$ cat config.mk
export PLATFORM = sky130hd
export DESIGN_NAME = bmc_fifo
export DESIGN_NICKNAME = d
export VERILOG_FILES = /design/src/sv/bmc_pkg.sv /design/src/sv/bmc_fifo.sv
export SDC_FILE = /design/constraint.sdc
export NUM_CORES = 1
export LEC_CHECK = 0
export BUFFER_PORTS_ARGS = -buffer_cell sky130_fd_sc_hd__buf_2
export CAP_MARGIN = 40
export CORE_UTILIZATION = 54
export DETAILED_ROUTE_END_ITERATION = 6
export PLACE_DENSITY = 0.82
export SLEW_MARGIN = 20
export SYNTH_ARGS = -nofsm -noshare
export SYNTH_HDL_FRONTEND = slang
export SYNTH_SLANG_ARGS = --single-unit
$ cat constraint.sdc
create_clock -name clk_i -period 2.2 [get_ports clk_i]
set_input_delay 0.11 -clock clk_i [delete_from_list [all_inputs] [get_ports clk_i]]
set_output_delay 0.11 -clock clk_i [all_outputs]
set_load 0.03 [all_outputs]
$ cat src/sv/bmc_pkg.sv
// Package for the band mask centroid block: field widths, limits, register
// indexes and the payload types shared by the channels and the submodules.
// Depends on nothing.
`default_nettype none

package bmc_pkg;

  localparam int ColW      = 9;
  localparam int WinW      = 10;
  localparam int RowSumW   = 17;
  localparam int RowCntW   = 10;
  localparam int BandSumW  = 13;
  localparam int BandCntW  = 5;
  localparam int CfgIdxW   = 4;
  localparam int ColCmpW   = 13;

  localparam int MaxCols     = 512;
  localparam int MaxBandRows = 16;

  localparam logic [RowCntW-1:0] RowCntCap =
      RowCntW'((MaxCols > 1023) ? 1023 : MaxCols);
  localparam logic [BandCntW-1:0] BandCntCap =
      BandCntW'((MaxBandRows > 31) ? 31 : MaxBandRows);
  localparam int BandSumMax = 8191;

  localparam logic [WinW-1:0] WindowStartReset = 10'd0;
  localparam logic [WinW-1:0] WindowEndReset   = 10'd512;

  localparam logic [CfgIdxW-1:0] CfgWindowStart = 4'd0;
  localparam logic [CfgIdxW-1:0] CfgWindowEnd   = 4'd1;

  localparam int FifoDepth = 4;
  localparam int FifoPtrW  = 2;

  localparam int DivCntW = 5;

  typedef struct packed {
    logic            pixel_on;
    logic [ColW-1:0] column;
    logic            row_last;
    logic            band_last;
  } pixel_t;

  typedef struct packed {
    logic            found;
    logic [ColW-1:0] line_x;
  } result_t;

  typedef struct packed {
    logic [CfgIdxW-1:0] index;
    logic [WinW-1:0]    value;
  } cfg_t;

  typedef struct packed {
    logic [RowSumW-1:0] sum;
    logic [RowCntW-1:0] cnt;
    logic               band_last;
  } row_rec_t;

  typedef struct packed {
    logic full;
    logic empty;
  } fifo_stat_t;

endpackage

`default_nettype wire

$ cat src/sv/bmc_fifo.sv
// Short queue of closed-row records between the front and the back part.
// Depends on bmc_pkg.
`default_nettype none

module bmc_fifo (
  input  wire logic              clk_i,
  input  wire logic              rst_ni,
  input  wire logic              push_i,
  input  wire bmc_pkg::row_rec_t push_data_i,
  input  wire logic              pop_i,
  output bmc_pkg::row_rec_t      pop_data_o,
  output bmc_pkg::fifo_stat_t    stat_o
);

  bmc_pkg::row_rec_t entries_q [bmc_pkg::FifoDepth];
  logic [bmc_pkg::FifoPtrW-1:0] wr_ptr_q, rd_ptr_q;
  logic [bmc_pkg::FifoPtrW:0]   count_q;

  assign stat_o.full  = (count_q == (bmc_pkg::FifoPtrW+1)'(bmc_pkg::FifoDepth));
  assign stat_o.empty = (count_q == '0);
  assign pop_data_o   = entries_q[rd_ptr_q];

  always_ff @(posedge clk_i) begin
    if (push_i) begin
      entries_q[wr_ptr_q] <= push_data_i;
    end
  end

  always_ff @(posedge clk_i or negedge rst_ni) begin
    if (!rst_ni) begin
      wr_ptr_q <= '0;
      rd_ptr_q <= '0;
      count_q  <= '0;
    end else begin
      if (push_i) begin
        wr_ptr_q <= wr_ptr_q + 1'b1;
      end
      if (pop_i) begin
        rd_ptr_q <= rd_ptr_q + 1'b1;
      end
      case ({push_i, pop_i})
        2'b10:   count_q <= count_q + 1'b1;
        2'b01:   count_q <= count_q - 1'b1;
        default: count_q <= count_q;
      endcase
    end
  end

endmodule

`default_nettype wire

Word level (Yosys, flattened, before mapping). Memories as Yosys holds them, arrays and structs flattened. Cells that the tools add are included.

Add/sub/neg operators: 4. Equal/unequal tests: 3. Mux-type cells: 3. Reductions and logical operators: 2.

Operators with widths (count): $pmux W3 S2 (1); $add A2 B1 Y2 const B (2); $add A3 B1 Y3 const B (1); $eq A3 B3 Y1 const B (1); $logic_not A3 Y1 (1); $sub A3 B1 Y3 const B (1); $eq A2 B1 Y1 const B (1); $eq A2 B2 Y1 const B (1); $mux W1 (2); $reduce_bool A2 Y1 (1).

Register bits: 7. Memory bits (writable): 112. Input port bits: 32. Output and inout bits: 30. Word-level logic and storage cells: 16. Memories: 1.

Memory list: entries_q (words 4, bits a word 28, rd ports 1, clocked after memory_dff 0, write ports 1, line bmc_fifo.sv:15) `bmc_pkg::row_rec_t entries_q [bmc_pkg::FifoDepth];`.

Logic depth before layout (Yosys ltp). Gate-level depths: netlist of the first run.

Word-level depth: 2. Mapped depth: 7. Depth with buffers taken out: 7.

Worst setup path before layout of the first run. No wires, ideal clock.

Path kind: register to register. From: register wr_ptr_q[0] in the netlist's numbering. To: memory entries_q[0][0] in the netlist's numbering, enable pin. Setup time: 0.387 ns. Arrival: 1.321 ns. Required time: 1.813 ns. Path slack: 0.492 ns. Cell stages (with the launch flop): 4. Buffers on the path: 0. Clock period less this slack: 1.708 ns. Path through: dfrtp_1 -> inv_1 -> ha_1 -> and2_1.

RTL lines: start, declared (line bmc_fifo.sv:16) `logic [bmc_pkg::FifoPtrW-1:0] wr_ptr_q, rd_ptr_q;`; start signal, assigned (line bmc_fifo.sv:36) `wr_ptr_q <= wr_ptr_q + 1'b1;`; end, declared (line bmc_fifo.sv:15).

Straight into the memory's write port.

==> results of run 1 <==
where the power goes:
| group | internal, mW | switching (mW) | total (mW) | leakage (nW) |
|---|---|---|---|---|
| Clock | 1.82 | 0.918 | 2.74 | 0.297 |
| Sequential | 2.98 | 0.173 | 3.15 | 1.11 |
| Combinational | 1.06 | 1.61 | 2.67 | 0.746 |
| Total | 5.86 | 2.70 | 8.56 | 2.15 |
cell usage in the layout (no fill, tap or decap):
cell           Yosys  routed
and2_1             4       2
and2_2             0       2
and3_1             1       1
buf_12             0       4
buf_2              2      61
buf_4              1       6
bufinv_16          0       4
clkbuf_16          0      16
clkbuf_8           0       1
clkinv_2           0       6
clkinv_4           0       3
clkinvlp_4         0       1
dfrtp_1            7       6
dfrtp_2            0       1
dlygate4sd3_1      0      32
edfxtp_1         112     112
fa_1               1       1
ha_1               5       5
inv_1              6       6
mux4_2            28      28
nand2_1            3       3
nor2_1             1       1
nor3_1             1       1
o21ai_0            2       2
xnor2_1            2       2
xor2_1             4       4
final timing paths:
path	start	to	slack, ps	cells past startpoint
max	rd_ptr_q[0]	pop_data_o[25]	190	3
min	push_data_i[26]	entries_q[2][26]	350	2
max reg2reg	wr_ptr_q[0]	entries_q[0][4]	580	4
min reg2reg	count_q[2]	count_q[2]	510	1
max in group asynchronous	rst_ni	rd_ptr_q[0]	1350	3
min in group asynchronous	rst_ni	rd_ptr_q[0]	590	3
cell usage after synthesis:
library cell | n | area (um2)
and3_1 | 1 | 6.26
o21ai_0 | 2 | 10.0
edfxtp_1 | 112 | 3360
xor2_1 | 4 | 35.0
nor2_1 | 1 | 3.75
fa_1 | 1 | 20.0
mux4_2 | 28 | 631
nand2_1 | 3 | 11.3
nor3_1 | 1 | 5.00
buf_4 | 1 | 7.51
xnor2_1 | 2 | 17.5
and2_1 | 4 | 25.0
ha_1 | 5 | 62.6
inv_1 | 6 | 22.5
buf_6 | 3 | 33.8
dfrtp_1 | 7 | 175
buf_2 | 2 | 10.0
cell type report:
class,count,share of cell area
sequential,119,0.603
multi-input combinational,52,0.141
clock buffer,17,0.0706
clock inverter,14,0.0313
tap,102,0.0217
timing repair buffer,103,0.128
inverter,6,0.00384
state kept, by name, indices dropped and copies added, names as in the netlist:
signal	flops
entries_q	112
count_q	3
wr_ptr_q	2
rd_ptr_q	2
critical path, delay by kind of cell, from the launching register on:
family	cells	cell delay [ps]
mux	1	560
flops	1	400
buf+inv	2	430
cell families after synthesis:
logic type      Yosys count  share of synthesized area
xor+xnor                  6                     0.0118
fa+ha+maj                 6                     0.0186
mux                      28                      0.142
compound gates            2                    0.00225
flops                   119                      0.797
buf+inv                  12                     0.0166
simple gates             10                     0.0116
routing by layer:
layer,wire [um],track usage
met1,3190,0.256
met2,4270,0.343
met3,327,0.0681
met4,209,0.117
met5,0,0
what timing repair did:
action,CTS,global route
setup buffers,0,2
hold buffers,32,0
hold endpoints to repair,123,0
endpoints found under the setup margin,0,23
==> results_dict.tcl, run 1 <==
set metrics [dict create \
    outcome "finished, final reports clean" \
    critical_path.startpoint_type "flip-flop" \
    synthToLayoutAreaGrowth_pct 32.2 \
    numCtsBuffers 17 \
    grt_first_pass_wirelength_mm 12.5 \
    dp_hpwl_mm 4.45 \
    via_count 2201 \
    ios 62 \
    hold_viol 0 \
    p_leak_nw 2.15 \
    seq_area_mm2 0.00354 \
    fmax_mhz 497 \
    syn-num-nets 221 \
    portBuffers 61 \
    clk_path_buf_depth 2 \
    path_cells "buf_12 -> mux4_2 -> buf_2" \
    first_iter_violations 117 \
    routabilityCongestion 0.694 \
    root_buffer "clkbuf_8" \
    post-route-util 0.748 \
    synth_area_mm2 0.00444 \
    grt_pass1_vias 2424 \
    clock_latency_ps 510 \
    synth_seq_cells 119 \
    diodes 0 \
    via_per_inst 5.33 \
    ys_warn_count 0 \
    route.detailed.drc 0 \
    rsz0062_at_grt "no" \
    drive_above_1_share 0.428 \
    ys_seq_area_frac 0.797 \
    hold_ws_ps 352 \
    arrival_ps 1900 \
    ys_types 17 \
    multiInputGateArea_um2 830 \
    post_cts_resized 0 \
    cts.reportedPaths.clkPinSlew_ps 60 \
    setup_ws_ps 188 \
    synth_cells 183 \
    grt_overflow 0 \
    grt_antenna_before_repair 0 \
    drv_cap 0 \
    grt_usage 0.213 \
    hold_path.class "in -> reg" \
    syn_area_per_cell_um2 24.3 \
    initial_core_util 0.566 \
    pwr_density_cell_mw_per_mm2 1460 \
    dpl_worst_slack_ps 561 \
    finalCritPeriodShare 0.914 \
    fin_nets 337 \
    dp.cells 348 \
    skew_ps 4.42 \
    power.total_mw 8.56 \
    slowest_delay_ps 560 \
    fin_tns_setup_ps 0 \
    slew_headroom 0.719 \
    die_y_um 92.7 \
    cp_max_fo 23 \
    cts_tree "yes" \
    fillCellCount 446 \
    die_w_um 92.7 \
    period_minus_slack_ps 2010 \
    fin_area_mm2 0.00587 \
    wl_mm 8.00 \
    required_ps 2090 \
    first_pass_iters 4 \
    end_kind "output port" \
    ant_nets 0 \
    htreeDepth 4 \
    core-area_mm2 0.00785 \
    stdcell_count 413 \
    tightest_slew_ps 422 \
    wire_per_inst_um 19.4 \
    path_class "reg -> out" \
    dieArea_mm2 0.00859 \
    final_max_slew_viol_count 0 \
    numClockSinks 119 \
    rows 32 \
    grt_max_degree 25 \
    crit_path_top_delay_cell "mux4_2" \
    peakVddDrop_v 0.000988 \
    placed_area_mm2 0.00493 \
    setup_viol 0 \
]
No activity file was read; power rests on OpenSTA's default activity.
==> run 2, diff against run 1 <==
==> constraint.sdc (replaced) <==
create_clock -name clk_i -period 2.2 [get_ports clk_i]
set_input_delay 0.44 -clock clk_i [delete_from_list [all_inputs] [get_ports clk_i]]
set_output_delay 0.44 -clock clk_i [all_outputs]
set_load 0.03 [all_outputs]
==> results_dict.tcl, run 2 (synthesized netlist as in run 1, its figures left out) <==
set metrics [dict create \
    numClockSinks 119 \
    numCtsBuffers 17 \
    end_kind "output port" \
    synthToLayoutAreaGrowth_pct 30.8 \
    period_minus_slack_ps 2350 \
    htreeDepth 4 \
    switching_share 0.331 \
    clock_latency_ps 520 \
    critical_path.startpoint_type "flip-flop" \
    fin_area_mm2 0.00581 \
    final_cell_mix "112 x edfxtp_1, 39 x buf_2, 28 x mux4_2, 23 x buf_6, 17 x clkbuf_16" \
    wire_per_inst_um 21.1 \
    seq_area_mm2 0.00354 \
    grt_max_degree 23 \
    setup_viol 28 \
    internal-power_mw 6.10 \
    cp_max_fo 5 \
    grt_usage 0.212 \
    core-area_mm2 0.00785 \
    multiInputGateArea_um2 830 \
    cts.reportedPaths.clkPinSlew_ps 70 \
    via_count 2150 \
    slew_headroom 0.720 \
    tightest_slew_ps 420 \
    drive_above_1_share 0.490 \
    initial_core_util 0.566 \
    dp_hpwl_mm 4.45 \
    die_y_um 92.7 \
    first_pass_iters 4 \
    outcome "finished with violations" \
    required_ps 1760 \
    arrival_ps 1910 \
    pwr_density_cell_mw_per_mm2 1570 \
    diodes 0 \
    power.total_mw 9.11 \
    path_class "reg -> out" \
    hold_path.class "in -> reg" \
    hold_viol 0 \
    via_per_inst 5.51 \
    dp.cells 349 \
    grt_first_pass_wirelength_mm 12.4 \
    largest_registers "entries_q: 112 flops, count_q: 3 flops" \
    route.detailed.drc 0 \
    p_sw_mw 3.01 \
    root_buffer "clkbuf_8" \
    rows 32 \
    path_cells "buf_12 -> buf_16 -> mux4_2 -> buf_6" \
    fin_nets 313 \
    p_clk_frac 0.287 \
    ios 62 \
    grt_overflow 0 \
    portBuffers 61 \
    final_max_slew_viol_count 0 \
    largest-register "entries_q" \
    fillCellCount 459 \
    min_path_cells 1 \
    crit_path_top_delay_cell "mux4_2" \
    rsz0062_at_grt "yes" \
    setup_ws_ps -150 \
    grt_pass1_vias 2339 \
    clk_path_buf_depth 2 \
    routabilityCongestion 0.714 \
    skew_ps 6.79 \
    p_leak_nw 2.11 \
    slowest_delay_ps 530 \
    grt_antenna_before_repair 0 \
    wl_mm 8.24 \
    die_w_um 92.7 \
    cts_tree "yes" \
    failed_checks "negative setup slack" \
    dieArea_mm2 0.00859 \
    stdcell_count 390 \
    final_common_cell "edfxtp_1" \
    ff2ff_path_depth 4 \
    dpl_worst_slack_ps 340 \
    first_iter_violations 112 \
    placed_area_mm2 0.00494 \
    peakVddDrop_v 0.00103 \
    fmax_mhz 425 \
    ant_nets 0 \
    seqPwrFrac 0.345 \
    fin_tns_setup_ps -3230 \
    largest_reg_flops 112 \
    drv_cap 0 \
    finalCritPeriodShare 1.07 \
    share_comb_of_total_power 0.368 \
]
-- run 2: worst paths after layout --
kind	start	to	slack [ps]
worst max register to register	wr_ptr_q[0]	entries_q[0][14]	500
worst min register to register	count_q[2]	count_q[2]	510
worst min-delay path	push_data_i[19]	entries_q[2][19]	130
min in group asynchronous	rst_ni	count_q[2]	290
worst max-delay path	rd_ptr_q[0]	pop_data_o[6]	-150
max in group asynchronous	rst_ni	rd_ptr_q[0]	1740
-- run 2: power groups by stage --
| stage | registers [mW] | logic (mW) | clock network (mW) |
|---|---|---|---|
| final | 3.14 | 3.35 | 2.62 |
| after global routing | 3.18 | 3.54 | 2.74 |
| after CTS | 3.13 | 3.30 | 2.63 |
| after detailed placement | 3.18 | 2.62 | 0 |
| after global placement | 3.15 | 2.58 | 0 |
| after floorplan | 3.12 | 1.94 | 0 |
-- run 2: metrics by stage --
stage / hold slack (ps) / utilization
global placement: 283 / 0.630
floorplan: 144 / -
global route: 109 / 0.740
detailed placement: 282 / 0.630
finish: 133 / 0.740
CTS: 112 / 0.735
-- run 2: critical path, delay by kind of cell, from the launching register on --
family	cells	cell delay, ps
flops	1	430
mux	1	530
buf+inv	3	430
-- run 2: layout make-up --
| type | instances | share of cell area |
|---|---|---|
| Timing Repair Buffer | 79 | 0.123 |
| Clock inverter | 15 | 0.0269 |
| Inverter | 6 | 0.00388 |
| Tap cell | 102 | 0.0220 |
| Clock buffer | 17 | 0.0713 |
| Multi-Input combinational cell | 52 | 0.143 |
| Sequential cell | 119 | 0.610 |
-- run 2: what timing repair did --
item                                   CTS  global route
gates resized for setup                 46             1
setup endpoints to repair               26            28
hold buffers                             1             0
cloned                                   2             1
endpoints found under the hold margin    7             0
buffers inserted                         4             1
-- run 2: layer usage --
layer | global-route usage | wire [um] | part of all wire
met4 | 0.0949 | 130 | 0.016
met2 | 0.349 | 4360 | 0.53
met1 | 0.257 | 3360 | 0.41
met5 | 0 | 0 | 0
met3 | 0.0681 | 391 | 0.047
