## src/sv/bmc_pkg.sv

```systemverilog
// Package for the band mask centroid block: field widths, limits, register
// indexes and the payload types shared by the channels and the submodules.
// Depends on nothing.
`default_nettype none

package bmc_pkg;

  localparam int ColW      = 9;
  localparam int WinW      = 10;
  localparam int RowSumW   = 17;
  localparam int RowCntW   = 10;
  localparam int BandSumW  = 13;
  localparam int BandCntW  = 5;
  localparam int CfgIdxW   = 4;
  localparam int ColCmpW   = 13;

  localparam int MaxCols     = 512;
  localparam int MaxBandRows = 16;

  localparam logic [RowCntW-1:0] RowCntCap =
      RowCntW'((MaxCols > 1023) ? 1023 : MaxCols);
  localparam logic [BandCntW-1:0] BandCntCap =
      BandCntW'((MaxBandRows > 31) ? 31 : MaxBandRows);
  localparam int BandSumMax = 8191;

  localparam logic [WinW-1:0] WindowStartReset = 10'd0;
  localparam logic [WinW-1:0] WindowEndReset   = 10'd512;

  localparam logic [CfgIdxW-1:0] CfgWindowStart = 4'd0;
  localparam logic [CfgIdxW-1:0] CfgWindowEnd   = 4'd1;

  localparam int FifoDepth = 4;
  localparam int FifoPtrW  = 2;

  localparam int DivCntW = 5;

  typedef struct packed {
    logic            pixel_on;
    logic [ColW-1:0] column;
    logic            row_last;
    logic            band_last;
  } pixel_t;

  typedef struct packed {
    logic            found;
    logic [ColW-1:0] line_x;
  } result_t;

  typedef struct packed {
    logic [CfgIdxW-1:0] index;
    logic [WinW-1:0]    value;
  } cfg_t;

  typedef struct packed {
    logic [RowSumW-1:0] sum;
    logic [RowCntW-1:0] cnt;
    logic               band_last;
  } row_rec_t;

  typedef struct packed {
    logic full;
    logic empty;
  } fifo_stat_t;

endpackage

`default_nettype wire

```

## src/sv/bmc_stream_if.sv

```systemverilog
// Valid/ready channel interface carrying one payload of a chosen type.
// Used for the pixel, result and configuration channels; no dependencies.
`default_nettype none

interface bmc_stream_if #(
  parameter type payload_t = logic
);
  logic     valid;
  logic     ready;
  payload_t data;

  modport source (output valid, output data, input ready);
  modport sink   (input valid, input data, output ready);
endinterface

`default_nettype wire

```

## src/sv/bmc_div.sv

```systemverilog
// Restoring divider, one quotient bit per cycle, shared by the row and band
// means. Depends on bmc_pkg.
`default_nettype none

module bmc_div (
  input  wire logic                          clk_i,
  input  wire logic                          rst_ni,
  input  wire logic                          start_i,
  input  wire logic [bmc_pkg::RowSumW-1:0]   dividend_i,
  input  wire logic [bmc_pkg::RowCntW-1:0]   divisor_i,
  output logic                               done_o,
  output logic      [bmc_pkg::RowSumW-1:0]   quotient_o
);

  logic                            busy_q, done_q;
  logic [bmc_pkg::DivCntW-1:0]     cnt_q;
  logic [bmc_pkg::RowSumW-1:0]     quo_q;
  logic [bmc_pkg::RowCntW-1:0]     rem_q, dvs_q;
  logic [bmc_pkg::RowCntW:0]       rem_sh;
  logic                            ge;
  logic [bmc_pkg::RowCntW:0]       rem_diff;

  assign rem_sh   = {rem_q, quo_q[bmc_pkg::RowSumW-1]};
  assign ge       = (rem_sh >= {1'b0, dvs_q});
  assign rem_diff = rem_sh - {1'b0, dvs_q};

  assign done_o     = done_q;
  assign quotient_o = quo_q;

  always_ff @(posedge clk_i or negedge rst_ni) begin
    if (!rst_ni) begin
      busy_q <= 1'b0;
      done_q <= 1'b0;
      cnt_q  <= '0;
      quo_q  <= '0;
      rem_q  <= '0;
      dvs_q  <= '0;
    end else begin
      done_q <= 1'b0;
      if (start_i) begin
        busy_q <= 1'b1;
        cnt_q  <= bmc_pkg::DivCntW'(bmc_pkg::RowSumW);
        quo_q  <= dividend_i;
        rem_q  <= '0;
        dvs_q  <= divisor_i;
      end else if (busy_q) begin
        quo_q <= {quo_q[bmc_pkg::RowSumW-2:0], ge};
        rem_q <= ge ? rem_diff[bmc_pkg::RowCntW-1:0] : rem_sh[bmc_pkg::RowCntW-1:0];
        cnt_q <= cnt_q - 1'b1;
        if (cnt_q == bmc_pkg::DivCntW'(1)) begin
          busy_q <= 1'b0;
          done_q <= 1'b1;
        end
      end
    end
  end

endmodule

`default_nettype wire

```

## src/sv/bmc_back.sv

```systemverilog
// Back part: takes closed rows from the queue, divides them into row means,
// sums the means of the band and emits the band mean through an output
// register. Depends on bmc_pkg and bmc_div.
`default_nettype none

module bmc_back (
  input  wire logic                clk_i,
  input  wire logic                rst_ni,
  input  wire bmc_pkg::fifo_stat_t fifo_stat_i,
  input  wire bmc_pkg::row_rec_t   fifo_data_i,
  output logic                     pop_o,
  bmc_stream_if.source             res
);

  typedef enum logic [2:0] {
    S_IDLE,
    S_ROW_DIV,
    S_ROW_ADD,
    S_BAND_DIV,
    S_EMIT
  } state_e;

  state_e                       state_q, state_d;
  bmc_pkg::row_rec_t            rec_q, rec_d;
  logic [bmc_pkg::BandSumW-1:0] band_sum_q, band_sum_d, nxt_sum;
  logic [bmc_pkg::BandCntW-1:0] band_cnt_q, band_cnt_d, nxt_cnt;
  logic                         found_q, found_d;
  logic [bmc_pkg::ColW-1:0]     line_q, line_d;
  logic                         out_valid_q, out_valid_d;
  bmc_pkg::result_t             out_data_q, out_data_d;
  logic                         div_start, div_done;
  logic [bmc_pkg::RowSumW-1:0]  div_dividend, div_quo;
  logic [bmc_pkg::RowCntW-1:0]  div_divisor;
  logic [bmc_pkg::RowSumW:0]    sum_ext;
  logic                         add_ok;

  bmc_div u_div (
    .clk_i      (clk_i),
    .rst_ni     (rst_ni),
    .start_i    (div_start),
    .dividend_i (div_dividend),
    .divisor_i  (div_divisor),
    .done_o     (div_done),
    .quotient_o (div_quo)
  );

  assign sum_ext = (bmc_pkg::RowSumW+1)'(band_sum_q) + {1'b0, div_quo};
  assign add_ok  = (rec_q.cnt != '0) && (band_cnt_q < bmc_pkg::BandCntCap) &&
                   (sum_ext <= (bmc_pkg::RowSumW+1)'(bmc_pkg::BandSumMax));
  assign nxt_sum = add_ok ? sum_ext[bmc_pkg::BandSumW-1:0] : band_sum_q;
  assign nxt_cnt = add_ok ? (band_cnt_q + 1'b1) : band_cnt_q;

  assign res.valid = out_valid_q;
  assign res.data  = out_data_q;

  always_comb begin
    state_d      = state_q;
    rec_d        = rec_q;
    band_sum_d   = band_sum_q;
    band_cnt_d   = band_cnt_q;
    found_d      = found_q;
    line_d       = line_q;
    out_valid_d  = out_valid_q && !res.ready;
    out_data_d   = out_data_q;
    div_start    = 1'b0;
    div_dividend = '0;
    div_divisor  = '0;
    pop_o        = 1'b0;
    unique case (state_q)
      S_IDLE: begin
        if (!fifo_stat_i.empty) begin
          pop_o = 1'b1;
          rec_d = fifo_data_i;
          if (fifo_data_i.cnt != '0) begin
            div_start    = 1'b1;
            div_dividend = fifo_data_i.sum;
            div_divisor  = fifo_data_i.cnt;
            state_d      = S_ROW_DIV;
          end else begin
            state_d = S_ROW_ADD;
          end
        end
      end
      S_ROW_DIV: begin
        if (div_done) begin
          state_d = S_ROW_ADD;
        end
      end
      S_ROW_ADD: begin
        band_sum_d = nxt_sum;
        band_cnt_d = nxt_cnt;
        if (rec_q.band_last) begin
          band_sum_d = '0;
          band_cnt_d = '0;
          if (nxt_cnt != '0) begin
            div_start    = 1'b1;
            div_dividend = bmc_pkg::RowSumW'(nxt_sum);
            div_divisor  = bmc_pkg::RowCntW'(nxt_cnt);
            state_d      = S_BAND_DIV;
          end else begin
            found_d = 1'b0;
            line_d  = '0;
            state_d = S_EMIT;
          end
        end else begin
          state_d = S_IDLE;
        end
      end
      S_BAND_DIV: begin
        if (div_done) begin
          found_d = 1'b1;
          line_d  = div_quo[bmc_pkg::ColW-1:0];
          state_d = S_EMIT;
        end
      end
      S_EMIT: begin
        if (!out_valid_q || res.ready) begin
          out_valid_d       = 1'b1;
          out_data_d.found  = found_q;
          out_data_d.line_x = line_q;
          state_d           = S_IDLE;
        end
      end
      default: state_d = S_IDLE;
    endcase
  end

  always_ff @(posedge clk_i or negedge rst_ni) begin
    if (!rst_ni) begin
      state_q     <= S_IDLE;
      rec_q       <= '0;
      band_sum_q  <= '0;
      band_cnt_q  <= '0;
      found_q     <= 1'b0;
      line_q      <= '0;
      out_valid_q <= 1'b0;
      out_data_q  <= '0;
    end else begin
      state_q     <= state_d;
      rec_q       <= rec_d;
      band_sum_q  <= band_sum_d;
      band_cnt_q  <= band_cnt_d;
      found_q     <= found_d;
      line_q      <= line_d;
      out_valid_q <= out_valid_d;
      out_data_q  <= out_data_d;
    end
  end

  a_band_cnt_cap: assert property (@(posedge clk_i) disable iff (!rst_ni)
    band_cnt_q <= bmc_pkg::BandCntCap)
    else $error("band row count above its cap");

  a_done_in_div: assert property (@(posedge clk_i) disable iff (!rst_ni)
    div_done |-> (state_q == S_ROW_DIV || state_q == S_BAND_DIV))
    else $error("divider finished outside a divide state");

  a_result_from_emit: assert property (@(posedge clk_i) disable iff (!rst_ni)
    $rose(out_valid_q) |-> $past(state_q == S_EMIT))
    else $error("result raised without passing the emit state");

  a_band_cleared: assert property (@(posedge clk_i) disable iff (!rst_ni)
    (state_q == S_ROW_ADD && rec_q.band_last) |=> (band_cnt_q == '0 && band_sum_q == '0))
    else $error("band sums not cleared at band end");

endmodule

`default_nettype wire

```

## src/flat_wrapper.sv

```systemverilog
// flat-port wrapper written by rule: the top's interface ports become plain ports
module bmc_back_flat 
  (clk_i, rst_ni, fifo_stat_i, fifo_data_i, pop_o, res_valid, res_data, res_ready);
  bmc_stream_if res_i ();
  input  wire logic clk_i;
  input  wire logic rst_ni;
  input  wire bmc_pkg::fifo_stat_t fifo_stat_i;
  input  wire bmc_pkg::row_rec_t fifo_data_i;
  output logic pop_o;
  output wire logic [$bits(res_i.valid)-1:0] res_valid;
  output wire logic [$bits(res_i.data)-1:0] res_data;
  input wire logic [$bits(res_i.ready)-1:0] res_ready;
  assign res_valid = res_i.valid;
  assign res_data = res_i.data;
  assign res_i.ready = res_ready;
  bmc_back u_core (.clk_i(clk_i), .rst_ni(rst_ni), .fifo_stat_i(fifo_stat_i), .fifo_data_i(fifo_data_i), .pop_o(pop_o), .res(res_i));
endmodule
```

## config.mk

```make
export PLATFORM = sky130hd
export DESIGN_NAME = bmc_back_flat
export DESIGN_NICKNAME = d
export VERILOG_FILES = /design/src/sv/bmc_pkg.sv /design/src/sv/bmc_stream_if.sv /design/src/sv/bmc_div.sv /design/src/sv/bmc_back.sv /design/src/flat_wrapper.sv
export SDC_FILE = /design/constraint.sdc
export NUM_CORES = 1
export LEC_CHECK = 0
export BUFFER_PORTS_ARGS = -buffer_cell sky130_fd_sc_hd__buf_2
export CAP_MARGIN = 20
export CELL_PAD_IN_SITES_DETAIL_PLACEMENT = 1
export CELL_PAD_IN_SITES_GLOBAL_PLACEMENT = 1
export CORE_UTILIZATION = 40
export CTS_CLUSTER_SIZE = 30
export DETAILED_ROUTE_END_ITERATION = 8
export PLACE_DENSITY = 0.72
export REMOVE_ABC_BUFFERS = 1
export SETUP_SLACK_MARGIN = 0.2
export SYNTH_ARGS = -nofsm -noshare
export SYNTH_HDL_FRONTEND = slang
export SYNTH_HIERARCHICAL = 1
export SYNTH_SLANG_ARGS = --single-unit
```

## constraint.sdc

```tcl
create_clock -name clk_i -period 4.5 [get_ports clk_i]
set_input_delay 0.675 -clock clk_i [delete_from_list [all_inputs] [get_ports clk_i]]
set_output_delay 0.675 -clock clk_i [all_outputs]
set_load 0.01 [all_outputs]
```

==> Yosys cells after proc, flatten, opt, wreduce, memory -nomap -nowiden <==
Index checks and enable logic that the tools add are counted.
{ "word_totals": {"regBits": 79, "latch_bits": 0, "mem_bits_rw": 0, "romBits": 0, "inputBits": 33, "word_cells": 97, "mem_count": 0} }
{ "op_classes": {"addsub": 4, "n_mul": 0, "n_div": 0, "magnitude_cmp": 3, "eq_ne": 11, "shifts": 0, "n_mux": 48, "bitwise_logic": 1, "reduce_logical": 16} }
{ "op_table": {"columns": ["operator", "n"], "rows": [
  ["2-to-1 mux 17 bit", 5],
  ["2-to-1 mux 10 bit", 6],
  ["2-to-1 mux 13 bit", 3],
  ["one-hot mux 17 bit (2 select lines)", 1],
  ["2-to-1 mux 5 bit", 5],
  ["one-hot mux 10 bit (2 select lines)", 1],
  ["nonzero test 10 bit", 2],
  ["adder 13 x 17 -> 18 bit", 1],
  ["<= comparator 18 x 13 -> 1 bit (second input constant)", 1],
  ["2-to-1 mux 3 bit", 6],
  ["2-to-1 mux 1 bit", 17],
  ["one-hot mux 3 bit (5 select lines)", 1],
  ["greater-or-equal comparator 11 x 10 -> 1 bit", 1],
  ["subtractor 10 bit", 1],
  ["!= test 2 bit (second input constant)", 4],
  ["AND reduction 4 bit", 2],
  ["== test 3 x 2 -> 1 bit (second input constant)", 2],
  ["adder 5 x 1 -> 5 bit (second input constant)", 1],
  ["== test 5 x 1 -> 1 bit (second input constant)", 1],
  ["less-than comparator 5 bit (second input constant)", 1],
  ["nonzero test 5 bit", 1],
  ["subtractor 5 x 1 -> 5 bit (second input constant)", 1],
  ["!= test 2 x 1 -> 1 bit (second input constant)", 2],
  ["one-hot mux 1 bit (2 select lines)", 2],
  ["other kinds (10)", 15]
]} }

==> Longest topological paths before layout <==
{ "depth": {"depth_word": 9, "ltp_mapped": 16, "ltp_nobuf": 14} }

==> Modules after synthesis <==
The synthesis kept the hierarchy.
{ "by_module_without_submodules": {"columns": ["mod", "instances", "cells_each", "area_each_um2", "seq_area_each_um2"], "rows": [
  ["bmc_back", 1, 332, 2610.0, 875.8],
  ["bmc_div", 1, 259, 2521.2, 1101.1]
]} }

==> Worst setup path before layout <==
No wires, ideal clock.
{ "synth_path": {"path_type": "register -> register", "from": "reg u_core/band_sum_q[0] (netlist bit)", "to": "reg u_core/u_div/rem_q[9] (netlist bit)", "setup_ns": 0.104, "arrival_ns": 3.630, "path_slack_ns": 0.765, "path_stages_with_launch": 17, "n_path_buf": 2, "path_cell_list": "dfrtp_1 -> ha_1 -> fa_1 -> a21o_1 -> nand3_1 -> a31oi_1 -> or3_1 -> a21oi_1 -> nand4b_1 -> or3_1 -> nand3_2 -> buf_2 -> nand2_1 -> clkbuf_1 -> nand2b_1 -> or4_1 -> o311ai_1"} }
{ "synth_via": {"elab_chain_len": 9, "elab_cells_between_ends": 10, "classes_between": "add/sub (1); order compare (1); mux (5); reduce/logical (3)"} }
{ "synth_rtl": {"columns": ["element", "line", "text"], "rows": [
  ["from (decl)", "bmc_back.sv:25", "logic [bmc_pkg::BandSumW-1:0] band_sum_q, band_sum_d, nxt_sum;"],
  ["from (signal assigned)", "bmc_back.sv:141", "band_sum_q <= band_sum_d;"],
  ["adder 13 x 17 -> 18 bit *", "bmc_back.sv:47", "assign sum_ext = (bmc_pkg::RowSumW+1)'(band_sum_q) + {1'b0, div_quo};"],
  ["<= comparator 18 x 13 -> 1 bit *", "bmc_back.sv:49", "(sum_ext <= (bmc_pkg::RowSumW+1)'(bmc_pkg::BandSumMax));"],
  ["logical AND 1 bit *", "bmc_back.sv:48", "assign add_ok = (rec_q.cnt != '0) && (band_cnt_q < bmc_pkg::BandCntCap) &&"],
  ["2-to-1 mux 5 bit *", "bmc_back.sv:51", "assign nxt_cnt = add_ok ? (band_cnt_q + 1'b1) : band_cnt_q;"],
  ["nonzero test 5 bit *", "bmc_back.sv:95", "if (nxt_cnt != '0) begin"],
  ["2-to-1 mux 1 bit *", "bmc_back.sv:95", null],
  ["2-to-1 mux 1 bit *", "bmc_back.sv:92", "if (rec_q.band_last) begin"],
  ["one-hot mux 1 bit (2 select lines) *", "bmc_back.sv:69", "unique case (state_q)"],
  ["net u_core.div_start", "bmc_back.sv:31", "logic div_start, div_done;"],
  ["2-to-1 mux 10 bit / nonzero test 2 bit (equally long branches)", null, null],
  ["to (signal assigned)", "bmc_div.sv:48", "rem_q <= ge ? rem_diff[bmc_pkg::RowCntW-1:0] : rem_sh[bmc_pkg::RowCntW-1:0];"],
  ["to (decl)", "bmc_div.sv:18", "logic [bmc_pkg::RowCntW-1:0] rem_q, dvs_q;"]
]} }
Mark *: on every way through the listed nets, which the timed path passes. The rest lies on a longest branch.
A chain may end at the register's enable or synchronous reset.

==> Worst setup path after layout <==
Ends and elaborated chain as after synthesis.

==> results.cfg <==
[logic_synthesis]
netlist_top_cells_area = dfrtp_1 39%, o21ai_0 7.5%, nand2_1 6.9%, ha_1 6.3%, mux2i_1 5.5%
synthFlopType = dfrtp_1
synth.cell_area_um2 = 5130
yosysMostFrequentCell = nand2_1
async_reset_ff_share_pct = 100
synth_top_area_cell = dfrtp_1
syn_inst = 591
synth-edff-count = 0
postSynthAreaPerCell_um2 = 8.68
netlist_top_cells_count = 95 x nand2_1, 79 x dfrtp_1, 77 x o21ai_0
ys_ff_latch = 79
synth_warnings = 6
synth_cell_types = 65
synth_top_area_share_pct = 38.5
yosysSeqAreaShare_pct = 38.5

[sta]
hold_viol = 0
max_freq_mhz = 265
slew_headroom_pct = 25.4
fin_ws_ns = 0.726
period_needed_ns = 3.77
slew_violations = 0
finalCritPeriodShare_pct = 83.9
setup_viol = 0
fin_skew_ns = 0.00986
rsz0062_at_grt = no
worst_slew_pin_slew_ns = 1.12

[clock_network]
root_buffer = clkbuf_16
postCtsSetupRepairBufs = 0
holdBufCountCts = 0
clockBufferDepth = 2
clk_latency_ns = 0.35
cts_buffers = 9
cts_resized = 0
clock_sinks = 79
cts_max_level = 3
cts_tree = built
clk_pin_slew_ns = 0.07

[drt]
drt-initial-drc-count = 137
viasPerCell = 5.55
drt-total-wl_mm = 13.7
firstDrtPassIters = 4
remaining_drc_errors = 0
ant_nets = 0
wire_per_inst_um = 17.3
vias = 4404

[place]
dpl-instance-area_um2 = 5460
gp_congestion = 0.799
dp_slack_ns = 0.765
port-buffer-count = 34
dp.cells = 777
dp_hpwl_mm = 9.73

[setup_path]
cp_slowest_cell = or4_1
end_kind = register
reg2reg_depth = 14
path_cells = ha_1 > fa_1 > a21o_1 > nand3_1 > a31oi_1 > or3_1 > a21oi_1 > nand4b_1 > or3_1 > nand3_2 > nand2_2 > nand2b_1 > or4_1 > o311ai_1
worst_ep_required_time_ns = 4.74
path_class = reg -> reg
reg2reg_to = u_core/u_div/rem_q[9]
r2r_slack_ns = 0.73
arrival_ns = 4.01
path_common_cell = or3_1
cpPeakStageDelay_ns = 0.58
reg2reg_from = u_core/band_sum_q[0]
crit_path_max_fanout = 4
start_kind = register

[floorplanning]
rows = 41
top_level_ports = 36
coreArea_um2 = 12600
start_util_pct = 40.8
die_h_um = 115
dieArea_um2 = 13300
die_width_um = 115

[pwr]
max-vdd-ir-drop_uv = 306
clockPowerShare_pct = 17.3
p_leak_uw = 0.00271
p_int_uw = 2630
sequentialPowerShare_pct = 27.8
switching_share_pct = 44.7
power_density_nw_per_um2 = 823
power.switching_uw = 2120
comb_power_share_pct = 54.9

[global_route]
grt_use_total_pct = 22.7
overflow = 0
antenna_found_initial = 0
grt_pass1_wl_mm = 23.3
grt_pass1_vias = 4648
grt_max_degree = 71

[finish]
layout.nets = 677
area_growth_pct = 12.7
num_antenna_cells = 0
drive_gt1_share_pct = 12.6
stdcell_area_um2 = 5780
layout.cells.non_filler = 793
fillerInstances = 1497

[outcome]
outcome = completed

[flow_run]
maxCapViolations = 0

[hold_path]
worstHoldPathType = in -> async
-- kinds of logic after synthesis --
| logic type | share of synthesized area [%] |
|---|---|
| flip-flops | 38.5 |
| XOR/XNOR | 4.27 |
| buffers and inverters | 4.32 |
| multiplexers | 5.90 |
| adder cells (fa/ha/maj) | 7.12 |
| AND/OR/NAND/NOR | 18.7 |
| AO/OA/AOI/OAI | 21.2 |
-- area by class of cell --
type | count | area [um^2] | share of cell area [%]
Multi-Input combinational cell | 457 | 2940 | 50.8
Sequential cell | 79 | 1980 | 34.2
Clock buffer | 9 | 225 | 3.89
Timing Repair Buffer | 40 | 218 | 3.76
Tap cell | 172 | 215 | 3.72
Inverter | 29 | 109 | 1.88
Clock inverter | 7 | 103 | 1.77
-- metal layers --
| layer | vias up | wire length, um | GRT usage [%] |
|---|---|---|---|
| met5 | - | 0 | 0 |
| met1 | 2191 | 6260 | 29.0 |
| li1 | 2142 | - | - |
| met2 | 49 | 6730 | 38.0 |
| met3 | 22 | 418 | 4.01 |
| met4 | 0 | 271 | 9.52 |
-- worst max-delay path: cells and delay by family, from the launching register on --
kind | cells | cell delay, ns
AOI/OAI and AO/OA | 4 | 0.58
adders and majority gates | 2 | 0.66
DFF | 1 | 0.41
and+or+nand+nor | 8 | 2.02
-- flip-flops by register name, indices dropped and copies added, names as in the netlist, 3 cells and up --
register,count
u_core/u_div/dvs_q,10
u_core/band_cnt_q,5
u_core/u_div/quotient_o,17
u_core/u_div/rem_q,10
u_core/band_sum_q,13
u_core/u_div/cnt_q,5
u_core/state_q,3
u_core/rec_q,11
-- cell usage in the layout, fill, tap and decap left out, drive strengths merged, types with 8 or more instances in the layout --
master  synthesis  final
a21oi          36     36
clkbuf         19      9
a21o           13     13
inv            29     32
xnor2          17     17
buf             7     40
dfrtp          79     79
nand3          20     20
mux2i          28     28
xor2            8      8
o21ai          78     78
nand2          95     95
ha             26     26
nor2           32     32
-- how the worst max path moves through the flow --
stage	startpoint	end	slack (ns)
2_1_floorplan	u_core/band_sum_q[0]	u_core/u_div/rem_q[9]	-1.0
3_3_place_gp	u_core/u_div/quotient_o[0]	u_core/u_div/rem_q[9]	0.79
3_5_place_dp	u_core/band_sum_q[0]	u_core/u_div/rem_q[9]	0.76
4_1_cts	u_core/band_sum_q[0]	u_core/u_div/rem_q[9]	0.73
5_1_grt	u_core/u_div/quotient_o[0]	u_core/u_div/rem_q[9]	0.48
6_report	u_core/band_sum_q[0]	u_core/u_div/rem_q[9]	0.73
-- per-stage QoR --
step / total power, uW / util [%] / setup TNS (ns) / hold slack, ns
detailed placement: 3940 / 43.4 / 0 / 0.468
global placement: 3790 / 43.4 / 0 / 0.462
CTS: 4800 / 46.0 / 0 / 0.373
global route: 5180 / 46.0 / 0 / 0.402
floorplan: 3260 / - / -15.19 / 0.379
finish: 4760 / 46.0 / 0 / 0.351
-- power groups by stage --
| stage | Combinational (uW) | Sequential [uW] | Clock (uW) |
|---|---|---|---|
| after floorplan | 2030 | 1230 | 0 |
| after global placement | 2480 | 1310 | 0 |
| after detailed placement | 2610 | 1330 | 0 |
| after CTS | 2640 | 1320 | 841 |
| after global routing | 2950 | 1370 | 866 |
| final | 2610 | 1320 | 821 |
(Power assumes the default switching activity.)
